===== config.mk =====
export PLATFORM = sky130hd
export DESIGN_NAME = gate_motion_controller_top
export DESIGN_NICKNAME = d
export VERILOG_FILES = /design/src/hdl/gmc_pkg.sv /design/src/hdl/gmc_in_reg.sv /design/src/hdl/gmc_core.sv /design/src/hdl/gate_motion_controller_top.sv
export SDC_FILE = /design/constraint.sdc
export NUM_CORES = 1
export LEC_CHECK = 0
export ABC_CLOCK_PERIOD_IN_PS = 3100
export BUFFER_PORTS_ARGS = -buffer_cell sky130_fd_sc_hd__buf_2
export CAP_MARGIN = 20
export CORE_ASPECT_RATIO = 1.2
export CORE_UTILIZATION = 53
export DETAILED_ROUTE_END_ITERATION = 16
export PLACE_DENSITY = 0.73
export SYNTH_ARGS = -nofsm -noshare
export SYNTH_HDL_FRONTEND = slang
export SYNTH_SLANG_ARGS = --single-unit

===== constraint.sdc =====
create_clock -name clk -period 3.1 [get_ports clk]
set_input_delay 0.31 -clock clk [delete_from_list [all_inputs] [get_ports clk]]
set_output_delay 0.31 -clock clk [all_outputs]
set_load 0.01 [all_outputs]

===== src/hdl/gmc_pkg.sv =====
package gmc_pkg;

  typedef enum logic [2:0] {
    ST_IDLE_OPEN   = 3'd0,
    ST_IDLE_CLOSED = 3'd1,
    ST_OPENING     = 3'd2,
    ST_CLOSING     = 3'd3,
    ST_STOPPED     = 3'd4,
    ST_REVERSING   = 3'd5
  } gate_state_t;

  typedef struct packed {
    logic security_open;
    logic security_close;
    logic driver_open;
    logic driver_close;
    logic open_limit;
    logic closed_limit;
    logic obstacle;
  } sample_t;

  typedef struct packed {
    logic open_req;
    logic close_req;
    logic clash;
  } request_t;

  function automatic request_t decode_buttons(input sample_t s);
    request_t r;
    r.open_req  = (s.security_open && !s.security_close) ||
                  (s.driver_open && !s.driver_close && !s.security_close && !s.security_open);
    r.close_req = (s.security_close && !s.security_open) ||
                  (s.driver_close && !s.driver_open && !s.security_close && !s.security_open);
    r.clash     = (s.driver_open && s.driver_close) || (s.security_open && s.security_close);
    return r;
  endfunction

endpackage


===== src/hdl/gmc_in_reg.sv =====
module gmc_in_reg (
  input  logic             clk,
  input  logic             rst_n,
  input  logic             in_valid,
  output logic             in_stall,
  input  gmc_pkg::sample_t in_sample,
  input  logic             advance,
  output logic             smp_valid,
  output gmc_pkg::sample_t smp_sample
);

  logic             valid_r;
  logic             valid_nxt;
  logic             load;
  gmc_pkg::sample_t sample_r;

  assign in_stall  = valid_r && !advance;
  assign load      = in_valid && !in_stall;
  assign valid_nxt = load || (valid_r && !advance);

  always_ff @(posedge clk) begin
    if (!rst_n) begin
      valid_r <= 1'b0;
    end else begin
      valid_r <= valid_nxt;
    end
  end

  // hold the sample until it moves on
  always_ff @(posedge clk) begin
    if (load) begin
      sample_r <= in_sample;
    end
  end

  assign smp_valid  = valid_r;
  assign smp_sample = sample_r;

endmodule


===== src/hdl/gmc_core.sv =====
module gmc_core (
  input  logic             clk,
  input  logic             rst_n,
  input  logic             smp_valid,
  input  gmc_pkg::sample_t smp_sample,
  output logic             advance,
  output logic             out_valid,
  input  logic             out_stall,
  output logic [2:0]       out_gate_state,
  output logic             out_manual_mode,
  output logic             out_green_led,
  output logic             out_red_led
);

  gmc_pkg::gate_state_t state_r;
  gmc_pkg::gate_state_t state_nxt;
  logic                 mode_r;
  logic                 mode_nxt;
  logic                 out_valid_r;
  logic                 out_valid_nxt;
  logic                 green_r;
  logic                 green_nxt;
  logic                 red_r;
  logic                 red_nxt;
  gmc_pkg::request_t    req;

  assign advance       = smp_valid && (!out_valid_r || !out_stall);
  assign out_valid_nxt = advance || (out_valid_r && out_stall);
  assign req           = gmc_pkg::decode_buttons(smp_sample);

  always_comb begin
    state_nxt = state_r;
    mode_nxt  = mode_r;
    if (smp_sample.obstacle) begin
      if (state_r == gmc_pkg::ST_CLOSING) begin
        state_nxt = gmc_pkg::ST_REVERSING;
        mode_nxt  = 1'b0;
      end
    end else begin
      unique case (state_r)
        gmc_pkg::ST_IDLE_OPEN: begin
          if (req.close_req) begin
            state_nxt = gmc_pkg::ST_CLOSING;
            mode_nxt  = 1'b0;
          end
        end
        gmc_pkg::ST_IDLE_CLOSED: begin
          if (req.open_req) begin
            state_nxt = gmc_pkg::ST_OPENING;
            mode_nxt  = 1'b0;
          end
        end
        gmc_pkg::ST_OPENING: begin
          priority if (smp_sample.open_limit) begin
            state_nxt = gmc_pkg::ST_IDLE_OPEN;
            mode_nxt  = 1'b0;
          end else if (req.clash) begin
            state_nxt = gmc_pkg::ST_STOPPED;
            mode_nxt  = 1'b0;
          end else if (smp_sample.security_close && !smp_sample.security_open) begin
            state_nxt = gmc_pkg::ST_CLOSING;
            mode_nxt  = 1'b0;
          end else if (!mode_r && req.open_req) begin
            mode_nxt  = 1'b1;
          end else if (mode_r && !req.open_req) begin
            state_nxt = gmc_pkg::ST_STOPPED;
            mode_nxt  = 1'b0;
          end else begin
            state_nxt = state_r;
          end
        end
        gmc_pkg::ST_CLOSING: begin
          priority if (smp_sample.closed_limit) begin
            state_nxt = gmc_pkg::ST_IDLE_CLOSED;
            mode_nxt  = 1'b0;
          end else if (req.clash) begin
            state_nxt = gmc_pkg::ST_STOPPED;
            mode_nxt  = 1'b0;
          end else if (smp_sample.security_open && !smp_sample.security_close) begin
            state_nxt = gmc_pkg::ST_OPENING;
            mode_nxt  = 1'b0;
          end else if (!mode_r && req.close_req) begin
            mode_nxt  = 1'b1;
          end else if (mode_r && !req.close_req) begin
            state_nxt = gmc_pkg::ST_STOPPED;
            mode_nxt  = 1'b0;
          end else begin
            state_nxt = state_r;
          end
        end
        gmc_pkg::ST_STOPPED: begin
          if (req.open_req) begin
            state_nxt = gmc_pkg::ST_OPENING;
            mode_nxt  = 1'b0;
          end else if (req.close_req) begin
            state_nxt = gmc_pkg::ST_CLOSING;
            mode_nxt  = 1'b0;
          end
        end
        gmc_pkg::ST_REVERSING: begin
          state_nxt = gmc_pkg::ST_STOPPED;
          mode_nxt  = 1'b0;
        end
        default: begin
          state_nxt = state_r;
        end
      endcase
    end
  end

  always_comb begin
    green_nxt = (state_nxt == gmc_pkg::ST_OPENING) || (state_nxt == gmc_pkg::ST_REVERSING);
    red_nxt   = (state_nxt == gmc_pkg::ST_CLOSING);
  end

  always_ff @(posedge clk) begin
    if (!rst_n) begin
      state_r     <= gmc_pkg::ST_IDLE_CLOSED;
      mode_r      <= 1'b0;
      out_valid_r <= 1'b0;
    end else begin
      out_valid_r <= out_valid_nxt;
      if (advance) begin
        state_r <= state_nxt;
        mode_r  <= mode_nxt;
      end
    end
  end

  always_ff @(posedge clk) begin
    if (advance) begin
      green_r <= green_nxt;
      red_r   <= red_nxt;
    end
  end

  assign out_valid       = out_valid_r;
  assign out_gate_state  = state_r;
  assign out_manual_mode = mode_r;
  assign out_green_led   = green_r;
  assign out_red_led     = red_r;

`ifndef SYNTHESIS
  a_manual_only_moving: assert property (@(posedge clk) disable iff (!rst_n)
    mode_r |-> (state_r == gmc_pkg::ST_OPENING || state_r == gmc_pkg::ST_CLOSING))
    else $error("manual mode outside motion");

  a_obstacle_reverses: assert property (@(posedge clk) disable iff (!rst_n)
    (advance && smp_sample.obstacle && state_r == gmc_pkg::ST_CLOSING)
    |=> (state_r == gmc_pkg::ST_REVERSING && !mode_r))
    else $error("obstacle while closing did not reverse");

  a_leds_exclusive: assert property (@(posedge clk) disable iff (!rst_n)
    out_valid_r |-> !(green_r && red_r))
    else $error("both leds lit");

  a_red_tracks_state: assert property (@(posedge clk) disable iff (!rst_n)
    out_valid_r |-> (red_r == (state_r == gmc_pkg::ST_CLOSING)))
    else $error("red led disagrees with state");

  a_no_advance_when_full: assert property (@(posedge clk) disable iff (!rst_n)
    (out_valid_r && out_stall) |=> $stable(state_r))
    else $error("state moved while result held");
`endif

endmodule


===== src/hdl/gate_motion_controller_top.sv =====
// Gate motion controller.
// Input channel: one sample per transfer of the security and driver
// open/close buttons, the open and closed limit switches and the obstacle
// sensor (in_valid / in_stall). Result channel: one result per sample,
// giving the gate state after that sample, the manual mode bit and the
// green/red LEDs (out_valid / out_stall).
// A sample taken in is registered in the sample register, then stepped
// through the next-state logic into the state and result registers once
// the result register is free or being emptied; its result is then offered.
// Throughput: one sample per cycle while out_stall is low; the next-state
// logic between the sample register and the state register is combinational.
// A held result does not block intake: one further sample waits in the
// sample register and in_stall rises only once that is full too.
// Reset (rst_n low, synchronous): gate idle closed, auto mode, both
// stages empty.
module gate_motion_controller_top (
  input  logic       clk,
  input  logic       rst_n,
  input  logic       in_valid,
  output logic       in_stall,
  input  logic       in_security_open,
  input  logic       in_security_close,
  input  logic       in_driver_open,
  input  logic       in_driver_close,
  input  logic       in_open_limit,
  input  logic       in_closed_limit,
  input  logic       in_obstacle,
  output logic       out_valid,
  input  logic       out_stall,
  output logic [2:0] out_gate_state,
  output logic       out_manual_mode,
  output logic       out_green_led,
  output logic       out_red_led
);

  gmc_pkg::sample_t in_sample;
  gmc_pkg::sample_t smp_sample;
  logic             smp_valid;
  logic             advance;

  always_comb begin
    in_sample.security_open  = in_security_open;
    in_sample.security_close = in_security_close;
    in_sample.driver_open    = in_driver_open;
    in_sample.driver_close   = in_driver_close;
    in_sample.open_limit     = in_open_limit;
    in_sample.closed_limit   = in_closed_limit;
    in_sample.obstacle       = in_obstacle;
  end

  gmc_in_reg u_in_reg (
    .clk        (clk),
    .rst_n      (rst_n),
    .in_valid   (in_valid),
    .in_stall   (in_stall),
    .in_sample  (in_sample),
    .advance    (advance),
    .smp_valid  (smp_valid),
    .smp_sample (smp_sample)
  );

  gmc_core u_core (
    .clk             (clk),
    .rst_n           (rst_n),
    .smp_valid       (smp_valid),
    .smp_sample      (smp_sample),
    .advance         (advance),
    .out_valid       (out_valid),
    .out_stall       (out_stall),
    .out_gate_state  (out_gate_state),
    .out_manual_mode (out_manual_mode),
    .out_green_led   (out_green_led),
    .out_red_led     (out_red_led)
  );

endmodule

==> Word-level counts from Yosys, hierarchy flattened <==
Cells that the tools add are included.
{ "totals": {"ff_bits": 15, "latchBits": 0, "ramBits": 0, "mem_bits_ro": 0, "inputBits": 11, "out_inout_bits": 8, "word_cells": 96, "memories": 0} }
{ "classes": {"n_addsub": 0, "multipliers": 0, "div": 0, "magnitude_cmp": 0, "eq_ne": 12, "n_shift": 0, "muxes": 32, "bitwise": 0, "n_reduce_logical": 39} }
{ "ops": {"columns": ["op", "count"], "rows": [
  ["$mux 3", 15],
  ["$logic_and 1x1->1", 18],
  ["$pmux 3 s6", 1],
  ["$mux 1", 15],
  ["$eq 3x2->1 const B", 4],
  ["$logic_not 1->1", 11],
  ["$eq 3x3->1 const B", 3],
  ["$logic_or 1x1->1", 7],
  ["$ne 7x3->1 const B", 1],
  ["$ne 7x6->1 const B", 1],
  ["$pmux 1 s6", 1],
  ["$reduce_and 6->1", 1],
  ["$reduce_bool 6->1", 1],
  ["$eq 3x1->1 const B", 1],
  ["$logic_not 3->1", 1],
  ["$ne 3x2->1 const B", 1],
  ["$ne 2x1->1 const B", 1]
]} }

==> Longest topological paths before layout <==
Gate-level depths: netlist (run 1).
{ "depth": {"word_depth": 16, "mapped_depth": 12, "depth_no_buf": 11} }

==> By module <==
From an unflattened synthesis (run 1), not the netlist that was laid out.
{ "unflattened": {"hier_cells": 111, "area_unflattened_um2": 1088.5} }
{ "by_module_without_submodules": {"columns": ["module", "instances", "cells_per_inst", "area_each_um2"], "rows": [
  ["gmc_core", 1, 100, 830.8],
  ["gmc_in_reg", 1, 11, 257.7]
]} }

==> Worst setup path before layout (run 1) <==
Ideal clock, no wire load.
{ "synth_path": {"path_type": "flip-flop to flip-flop", "startpoint": "register u_in_reg.sample_r, in the netlist u_in_reg.smp_sample[4]", "endpoint": "register u_core.green_r (netlist: u_core.out_green_led), data pin", "t_arrival_ps": 1925, "slack_ps": 910, "path_stages_with_launch": 13, "n_path_buf": 1, "cell_sequence": "edfxtp_1 buf_6 nor2b_1 nor2_1 or2_2 inv_1 ha_1 nand2b_1 o21ai_0 a221oi_1 nor2_1 nand2b_1 mux2i_1"} }
{ "synth_between": {"elab_chain_cells": 16, "word_cells_on_any_way": 35, "cone_classes": "eq/ne: 2; mux: 15; reduce/logical: 18"} }
{ "synth_lines": {"columns": ["item", "line", "text"], "rows": [
  ["from (decl)", "gmc_in_reg.sv:15", "gmc_pkg::sample_t sample_r;"],
  ["from (signal assigned)", "gmc_in_reg.sv:32", "sample_r <= in_sample;"],
  ["$logic_not 1->1", "gmc_pkg.sv:33", "(s.driver_close && !s.driver_open && !s.security_close && !s.security_open);"],
  ["$logic_and 1x1->1 (3 in series)", "gmc_pkg.sv:33", null],
  ["$logic_or 1x1->1", "gmc_pkg.sv:32", "r.close_req = (s.security_close && !s.security_open) ||"],
  ["$logic_not 1->1", "gmc_core.sv:84", "end else if (mode_r && !req.close_req) begin"],
  ["$logic_and 1x1->1", "gmc_core.sv:84", null],
  ["$mux 3", "gmc_core.sv:84", null],
  ["$mux 3", "gmc_core.sv:82", "end else if (!mode_r && req.close_req) begin"],
  ["$mux 3", "gmc_core.sv:79", "end else if (smp_sample.security_open && !smp_sample.security_close) begin"],
  ["$mux 3", "gmc_core.sv:76", "end else if (req.clash) begin"],
  ["$mux 3", "gmc_core.sv:73", "priority if (smp_sample.closed_limit) begin"],
  ["$pmux 3 s6 (*)", "gmc_core.sv:40", "unique case (state_r)"],
  ["$mux 3 (*)", "gmc_core.sv:34", "if (smp_sample.obstacle) begin"],
  ["$eq 3x2->1 / $eq 3x3->1 (equally long branches)", "gmc_core.sv:112", "green_nxt = (state_nxt == gmc_pkg::ST_OPENING) || (state_nxt == gmc_pkg::ST_REVERSING);"],
  ["$logic_or 1x1->1 (*)", "gmc_core.sv:112", null],
  ["via u_core.green_nxt", "gmc_core.sv:22", "logic green_nxt;"],
  ["to (signal assigned)", "gmc_core.sv:132", "green_r <= green_nxt;"],
  ["to (decl)", "gmc_core.sv:21", "logic green_r;"]
]} }
Mark *: on every way through the listed nets, which the timed path passes. The rest lies on a longest branch.
A chain may end at the register's enable or synchronous reset.

==> Worst setup path in the final report (run 1) <==
Same ends and word-level chain as after synthesis.

==> results of run 1 <==
==> registers in the layout (all words and copies together), names as in the netlist <==
signal / cells
u_core.out_gate_state: 3
u_core.out_green_led: 1
u_core.out_manual_mode: 1
u_core.out_red_led: 1
u_core.out_valid: 1
u_in_reg.smp_sample: 7
u_in_reg.smp_valid: 1
==> layout make-up <==
class                      count  area, µm²
fill                         161        606
multi-input combinational     86        548
sequential                    15        390
timing repair buffer          18       90.1
clock buffer                   4       26.3
tap                           18       22.5
inverter                       5       18.8
==> final timing paths <==
path | from | end | slack, ps | depth (start not counted)
worst min-delay path | in_driver_close | u_in_reg.smp_sample[3]$_DFFE_PP_ | 200 | 1
worst max-delay path | u_in_reg.smp_sample[4]$_DFFE_PP_ | u_core.out_green_led$_DFFE_PP_ | 620 | 10
worst min register to register | u_in_reg.smp_valid$_SDFF_PN0_ | u_core.out_valid$_SDFF_PN0_ | 490 | 2
worst max register to register | u_in_reg.smp_sample[4]$_DFFE_PP_ | u_core.out_green_led$_DFFE_PP_ | 620 | 10
==> worst max-delay path: stages, from the launching register on <==
cell	delay, ps
edfxtp_1	510
nor2b_1	240
nor2_1	60
or2_2	290
ha_1	220
nor2b_1	160
o21ai_0	150
a21oi_1	80
o311ai_0	150
a21oi_1	210
mux2i_1	170
==> power by group <==
part / switching [mW] / internal [mW] / leakage [nW]
sequential: 0.0173 / 0.223 / 0.137
combinational: 0.0375 / 0.0320 / 0.279
clock: 0.0573 / 0.0500 / 0.0150
total: 0.112 / 0.305 / 0.431
==> stage by stage <==
| stage | hold WS [ps] | worst slack, ps | power [mW] |
|---|---|---|---|
| 2_1_floorplan | 382 | 910 | 0.294 |
| 3_3_place_gp | 458 | 768 | 0.312 |
| 3_5_place_dp | 475 | 678 | 0.313 |
| 4_1_cts | 195 | 664 | 0.422 |
| 5_1_grt | 193 | 461 | 0.441 |
| 6_report | 204 | 616 | 0.417 |
==> logic make-up after synthesis <==
| family | after synthesis | synth area share |
|---|---|---|
| and+or+nand+nor | 43 | 0.235 |
| buffers and inverters | 11 | 0.0613 |
| adders and majority gates | 2 | 0.0250 |
| DFF | 15 | 0.390 |
| muxes | 2 | 0.0200 |
| AOI/OAI and AO/OA | 39 | 0.268 |
==> layout by cell type (no fill, tap or decap), types with 2 or more instances in the layout <==
master and n:
nand3_1 5, buf_2 18, mux2i_1 2, nand2b_1 3, nor2b_1 4, nor2_1 9, dfxtp_1 6, nor3_1 4
o21ai_0 10, nand2_1 7, a21o_1 3, o311ai_0 2, clkbuf_4 3, ha_1 2, a21oi_1 7, a221oi_1 3
edfxtp_1 9, inv_1 5
==> metal layers <==
metal  global-route usage  part of all wire  routed length (µm)  up-vias
li1                     -                 -                   -      459
met1                0.276              0.42                 901      416
met2                0.388              0.47                1010       51
met3               0.0330             0.068                 145        8
met4                0.134             0.034                  72        0
met5                    0                 0                   0        -
==> flow_summary_export.csv, run 1 <==
group,metric,value,unit
die,die_area,0.00206,mm²
cells_and_area,utilization,0.644,
timing,tightestPinTransition,830,ps
grt,antenna_found_initial,0,
die,fp.dieH,49.6,µm
timing,period_needed,2480,ps
setup_path,cp_max_fo,9,
logic_synthesis,syn_area,1000,µm²
detailed_routing,wl_per_cell,14.6,µm
placed_design,io_buffers,18,
logic_synthesis,synth.most_common_cell,"o21ai_0",
die,start_util,0.588,
logic_synthesis,synth_area_leaders,"edfxtp_1 27%, dfxtp_1 12%, o21ai_0 5.0%",
die,row_count,16,
clock_tree,htree_num_levels,1,
clock_tree,postCtsSetupBuffers,0,
detailed_routing,vias,934,
logic_synthesis,synth_nets,125,
detailed_routing,wl,2130,µm
placed_design,place_hpwl,1610,µm
logic_synthesis,yosysTopAreaCellShare,0.270,
clock_tree,clk_latency,280,ps
detailed_routing,ant_nets,0,
cells_and_area,num_antenna_cells,0,
placed_design,dp.cells,142,
grt,grt_pass1_wl,3640,µm
timing,final-hold-violation-count,0,
logic_synthesis,synth_edf_count,9,
detailed_routing,viasPerCell,6.40,
clock_tree,cts_buffers,3,
placed_design,dpl-instance-area,0.00107,mm²
detailed_routing,firstDrtPassIters,4,
logic_synthesis,synth_commonest_cells,"10 x o21ai_0, 9 x edfxtp_1, 9 x nor2_1, 7 x a21oi_1, 7 x nand2_1",
clock_tree,root_buffer,"clkbuf_4",
clock_tree,ctsLongestPathBuffers,2,
cells_and_area,fin_cells,146,
logic_synthesis,syn-mean-instance-area,8.93,µm²
detailed_routing,drc,0,
clock_tree,cts_hold_buf,0,
timing,rsz0062_at_grt,"false",
clock_tree,path_clk_slew,80,ps
clock_tree,cts_tree,"yes",
die,io_pins,19,
cells_and_area,syn_to_final_growth,9.64,%
clock_tree,cts.sinks,15,
grt,gr-total-overflow,0,
timing,finalClockSkew,6.83,ps
timing,finalSetupTns,0,ps
die,core,0.00170,mm²
worst_hold_path,hold_class,"input port to flop",
setup_path,path_class,"flop to flop",
grt,grt_max_degree,18,
logic_synthesis,ys_warn_count,0,
logic_synthesis,ys_seq_area_frac,0.390,
logic_synthesis,yosys.area.top_type,"edfxtp_1",
timing,setup-violations-final,0,
logic_synthesis,ys.flop_type,"edfxtp_1",
flow_run,cap_violations,0,
timing,period_share,0.801,
logic_synthesis,synthCells,112,
logic_synthesis,synthDistinctLibCells,44,
die,die_w,41.6,µm
grt,grt_use_total,0.231,
cells_and_area,drive_gt1_frac,0.203,
timing,slew_viol_final,0,
setup_path,critPathCaptureType,"flop",
logic_synthesis,synth-seq-cells,15,
pwr,peakVddDrop,0.312,mV
detailed_routing,initialDrtViolationCount,42,
outcome,status,"completed",
setup_path,start_kind,"flop",
grt,grt_pass1_vias,853,
timing,fmax,402,MHz
logic_synthesis,asyncSetResetFlopFracSynth,0,
cells_and_area,fin_area,0.00110,mm²
pwr,leakage,0.431,nW
setup_path,required,3130,ps
cells_and_area,final_nets,142,
timing,max-slew-margin-rel,0.432,
setup_path,crit_arrival,2510,ps
clock_tree,ctsResizeCount,0,
placed_design,place.gp.congestion,0.874,
pwr,p_per_area,381,mW/mm²
(Power assumes the default switching activity.)
==> inputs of run 2 (changes only) <==
--- a/config.mk
+++ b/config.mk
@@ -5,7 +5,7 @@
 export SDC_FILE = /design/constraint.sdc
 export NUM_CORES = 1
 export LEC_CHECK = 0
-export ABC_CLOCK_PERIOD_IN_PS = 3100
+export ABC_CLOCK_PERIOD_IN_PS = 2340
 export BUFFER_PORTS_ARGS = -buffer_cell sky130_fd_sc_hd__buf_2
 export CAP_MARGIN = 20
 export CORE_ASPECT_RATIO = 1.2
==> constraint.sdc (replaced) <==
create_clock -name clk -period 2.34 [get_ports clk]
set_input_delay 0.234 -clock clk [delete_from_list [all_inputs] [get_ports clk]]
set_output_delay 0.234 -clock clk [all_outputs]
set_load 0.01 [all_outputs]
==> run 2 against run 1 <==
Register-to-register slack got worse by 520 ps; power increased by 34%; combinational power increased by 65%; die area unchanged; maximum frequency increased by 11%; global-route usage decreased by 0.17 points.
==> flow_summary_export.csv, run 2 (same netlist as run 1, synthesis figures left out) <==
group,metric,value,unit
cells_and_area,multi_input_area,559,µm²
clock_tree,htree_num_levels,1,
timing,period_needed,2250,ps
timing,tightestPinTransition,674,ps
timing,period_share,0.960,
die,fp.dieH,49.6,µm
placed_design,place_hpwl,1740,µm
setup_path,required,2460,ps
grt,use_met2,0.406,
cells_and_area,drive_gt1_frac,0.272,
grt,grt_pass1_wl,3640,µm
detailed_routing,wl,2320,µm
clock_tree,clk_latency,270,ps
timing,fmax,445,MHz
die,die_w,41.6,µm
grt,grt.met1_usage,0.271,
clock_tree,cts.sinks,15,
setup_path,worstSetupStartpoint,"u_in_reg.smp_sample[4]$_DFFE_PP_",
timing,hold_ws,138,ps
clock_tree,cts_tree,"yes",
timing,setup-violations-final,0,
die,io_pins,19,
placed_design,pre_cts_slack,80.6,ps
timing,slew_viol_final,0,
setup_path,r2r_start,"u_in_reg.smp_sample[4]$_DFFE_PP_",
pwr,p_per_area,480,mW/mm²
grt,gr-total-overflow,0,
die,row_count,16,
worst_hold_path,holdCritStartpoint,"in_obstacle",
timing,setup_ws,94.7,ps
cells_and_area,num_antenna_cells,0,
cells_and_area,final_common_cell,"buf_2",
pwr,leakage,0.474,nW
detailed_routing,viasPerCell,6.40,
setup_path,path_class,"flop to flop",
clock_tree,cts_buffers,3,
outcome,status,"completed",
die,core,0.00170,mm²
setup_path,crit_arrival,2370,ps
detailed_routing,drc,0,
placed_design,io_buffers,18,
cells_and_area,final_nets,150,
placed_design,place.gp.congestion,0.885,
worst_hold_path,hold_class,"input port to flop",
clock_tree,root_buffer,"clkbuf_4",
cells_and_area,largest_register_ffs,7,
grt,grt_pass1_vias,849,
timing,final-hold-violation-count,0,
grt,grt_use_total,0.229,
die,die_area,0.00206,mm²
detailed_routing,initialDrtViolationCount,23,
setup_path,rrSetupSlack,90,ps
die,start_util,0.588,
placed_design,dpl-instance-area,0.00112,mm²
clock_tree,ctsLongestPathBuffers,2,
pwr,peakVddDrop,0.358,mV
grt,antenna_found_initial,0,
grt,grtUsageMet3,0.0366,
timing,max-slew-margin-rel,0.550,
cells_and_area,final_cell_mix,"18 x buf_2, 9 x nor2_1, 9 x o21ai_0, 9 x edfxtp_1, 8 x buf_4",
setup_path,start_kind,"flop",
flow_run,cap_violations,0,
detailed_routing,ant_nets,0,
clock_tree,path_clk_slew,80,ps
cells_and_area,fin_area,0.00117,mm²
detailed_routing,firstDrtPassIters,5,
grt,grt_busiest_layer,"met2",
detailed_routing,vias,985,
setup_path,cp_max_fo,3,
setup_path,critPathCaptureType,"flop",
cells_and_area,utilization,0.686,
cells_and_area,syn_to_final_growth,16.8,%
grt,grt_max_degree,18,
timing,finalClockSkew,3.10,ps
cells_and_area,regArea,390,µm²
clock_tree,cts_hold_buf,0,
detailed_routing,wl_per_cell,15.0,µm
cells_and_area,fillCellCount,156,
## run 2: timing repair
item | in CTS | in global routing
hold endpoints to repair | 0 | 0
gates resized for setup | 0 | 4
endpoints found under the setup margin | 0 | 2
buffers inserted | 0 | 1
## run 2: layout make-up
type / count / area share
inverters: 5 / 0.0161
multi-input cells: 86 / 0.479
well taps: 18 / 0.0193
flip-flops and latches: 15 / 0.334
clock buffers: 4 / 0.0225
repair buffers: 26 / 0.129
## run 2: per-stage QoR
stage / power (mW) / cells / setup TNS (ps)
finish: 0.560 / 154 / 0
CTS: 0.558 / 153 / 0
detailed placement: 0.422 / 149 / 0
global route: 0.588 / 154 / -56.1
floorplan: 0.389 / 112 / 0
global placement: 0.420 / 149 / 0
## run 2: worst max-delay path, stage by stage (launching register included)
cell	delay, ps
edfxtp_1	420
nor2b_2	190
nor2_1	60
or2_2	290
ha_1	210
nor2b_2	170
o21ai_0	190
nand3_1	130
o21a_1	160
nand2b_1	140
mux2i_1	140
## run 2: power breakdown
group	switching [mW]	total [mW]	internal, mW
Sequential	0.0139	0.309	0.295
Clock	0.0708	0.137	0.0660
Combinational	0.0631	0.115	0.0514
Total	0.148	0.560	0.413
## run 2: routing by layer
layer  vias to the layer above  part of all wire
met3                         4             0.056
li1                        475                 -
met2                        47              0.53
met1                       459              0.40
met4                         0             0.013
met5                         -                 0
## run 2: worst paths after layout
check        cells past startpoint                               end
min                              1  u_in_reg.smp_sample[0]$_DFFE_PP_
min reg2reg                      2       u_core.out_valid$_SDFF_PN0_
max                             10    u_core.out_green_led$_DFFE_PP_
max reg2reg                     10    u_core.out_green_led$_DFFE_PP_
==> inputs of run 3 (changes only) <==
--- a/config.mk
+++ b/config.mk
@@ -9,6 +9,7 @@
 export BUFFER_PORTS_ARGS = -buffer_cell sky130_fd_sc_hd__buf_2
 export CAP_MARGIN = 20
 export CORE_ASPECT_RATIO = 1.2
+export CORE_MARGIN = 5
 export CORE_UTILIZATION = 53
 export DETAILED_ROUTE_END_ITERATION = 16
 export PLACE_DENSITY = 0.73
==> run 3 against run 2 <==
Design area increased by 1.2%; via count decreased by 0.51%; core utilization decreased by 4.0 points; hold slack got worse by 3.6 ps; register-to-register slack about the same; combinational power about the same; clock skew increased by 5.5 ps; largest cell class unchanged; largest power group unchanged.
==> flow_summary_export.csv, run 3 (same netlist as run 1, synthesis figures left out) <==
group,metric,value,unit
setup_path,timing.rr.end,"u_core.out_green_led$_DFFE_PP_",
detailed_routing,initialDrtViolationCount,36,
timing,setup-violations-final,0,
die,core,0.00183,mm²
cells_and_area,utilization,0.646,
setup_path,r2r_cells,11,
setup_path,rrSetupSlack,80,ps
placed_design,place_hpwl,1770,µm
timing,tightestPinTransition,539,ps
grt,grt_pass1_wl,3890,µm
placed_design,dp.cells,151,
setup_path,crit_arrival,2290,ps
pwr,p_per_area,477,mW/mm²
timing,fmax,443,MHz
cells_and_area,drive_gt1_frac,0.275,
clock_tree,cts_tree,"yes",
timing,slew_viol_final,0,
flow_run,cap_violations,0,
grt,antenna_found_initial,0,
grt,gr-total-overflow,0,
timing,finalClockSkew,8.56,ps
worst_hold_path,hold-path-endpoint,"u_in_reg.smp_sample[4]$_DFFE_PP_",
cells_and_area,largest_register_ffs,7,
worst_hold_path,whs_path_depth,1,
grt,grt_use_total,0.168,
detailed_routing,drc,0,
setup_path,cp_max_fo,3,
timing,final-hold-violation-count,0,
die,die_w,49.6,µm
placed_design,io_buffers,18,
clock_tree,ctsLongestPathBuffers,2,
detailed_routing,wl,2330,µm
clock_tree,root_buffer,"clkbuf_4",
timing,max-slew-margin-rel,0.640,
die,row_count,17,
detailed_routing,viasPerCell,6.24,
detailed_routing,vias,980,
timing,period_needed,2260,ps
die,start_util,0.547,
setup_path,r2r_start,"u_in_reg.smp_sample[4]$_DFFE_PP_",
pwr,p_total,0.564,mW
clock_tree,clk_latency,280,ps
setup_path,critPathSlowestCell,"edfxtp_1",
clock_tree,htree_num_levels,1,
cells_and_area,num_antenna_cells,0,
cells_and_area,fin_cells,157,
grt,grt_pass1_vias,905,
setup_path,slowest_delay,430,ps
grt,grt_max_degree,16,
timing,hold_ws,134,ps
cells_and_area,syn_to_final_growth,18.1,%
pwr,peakVddDrop,0.409,mV
worst_hold_path,holdCritStartpoint,"in_driver_open",
die,fp.dieH,57.6,µm
cells_and_area,final_cell_mix,"18 x buf_2, 10 x o21ai_0, 10 x buf_4, 9 x nor2_1, 9 x edfxtp_1",
timing,setup_ws,83.8,ps
detailed_routing,wl_per_cell,14.9,µm
setup_path,required,2370,ps
clock_tree,cts.sinks,15,
cells_and_area,final_common_cell,"buf_2",
setup_path,critPathCaptureType,"flop",
placed_design,place.gp.congestion,0.974,
setup_path,path_class,"flop to flop",
pwr,leakage,0.485,nW
detailed_routing,firstDrtPassIters,4,
setup_path,start_kind,"flop",
setup_path,worstPathCellList,"nor2b_2 > nor2_1 > or2_2 > inv_1 > ha_1 > nand2b_1 > o21ai_0 > a221oi_2 > nor2_1 > nand2b_1 > mux2i_1",
timing,period_share,0.964,
outcome,status,"completed",
placed_design,pre_cts_slack,10.8,ps
worst_hold_path,hold_class,"input port to flop",
die,die_area,0.00286,mm²
clock_tree,path_clk_slew,80,ps
clock_tree,cts_hold_buf,0,
clock_tree,cts_buffers,3,
die,io_pins,19,
detailed_routing,ant_nets,0,
cells_and_area,final_nets,152,
run 3: how the worst max path moves through the flow:
stage | to | startpoint | depth (start not counted) | slack (ps)
global route | u_core.out_green_led$_DFFE_PP_ | u_in_reg.smp_sample[4]$_DFFE_PP_ | 11 | -60
floorplan | u_core.out_green_led$_DFFE_PP_ | u_in_reg.smp_sample[4]$_DFFE_PP_ | 12 | 150
detailed placement | u_core.out_green_led$_DFFE_PP_ | u_in_reg.smp_sample[4]$_DFFE_PP_ | 11 | 10
CTS | u_core.out_green_led$_DFFE_PP_ | u_in_reg.smp_sample[4]$_DFFE_PP_ | 11 | 10
finish | u_core.out_green_led$_DFFE_PP_ | u_in_reg.smp_sample[4]$_DFFE_PP_ | 11 | 80
global placement | u_core.out_green_led$_DFFE_PP_ | u_in_reg.smp_sample[4]$_DFFE_PP_ | 11 | 20
run 3: critical path: cells and delay by family, from the launching register on:
kind	cells	cell delay (ps)
AO/OA/AOI/OAI	2	500
AND/OR/NAND/NOR	6	800
adder cells (fa/ha/maj)	1	170
multiplexers	1	60
buffers and inverters	1	60
flip-flops	1	430
run 3: area by class of cell:
type,count,area (µm²)
well taps,19,23.8
clock buffers,4,26.3
inverters,5,18.8
multi-input cells,86,557
repair buffers,28,165
flip-flops and latches,15,390
fillers,153,648
run 3: where the power goes:
group          internal (mW)  switching [mW]  leakage (nW)  total (mW)
clock                 0.0661          0.0729        0.0150       0.139
combinational         0.0533          0.0622         0.333       0.116
sequential             0.295          0.0137         0.137       0.309
run 3: what timing repair did:
action,4_1_cts,5_1_grt
setup endpoints to repair,0,2
resized for setup,0,3
hold endpoints to repair,0,0
buffers inserted,0,2
run 3: through the flow:
step | TNS [ps] | cell area (µm²)
final | 0 | 1180
after global routing | -84.6 | 1180
after CTS | 0 | 1160
after detailed placement | 0 | 1130
after global placement | 0 | 1130
after floorplan | 0 | 1000
run 3: routing by layer:
layer  GRT usage  part of all wire  vias up  wire length (µm)
li1            -                 -      476                 -
met1       0.208              0.42      466               980
met2       0.282              0.51       34              1190
met3      0.0261             0.054        4               127
met4      0.0787             0.017        0                39
met5           0                 0        -                 0
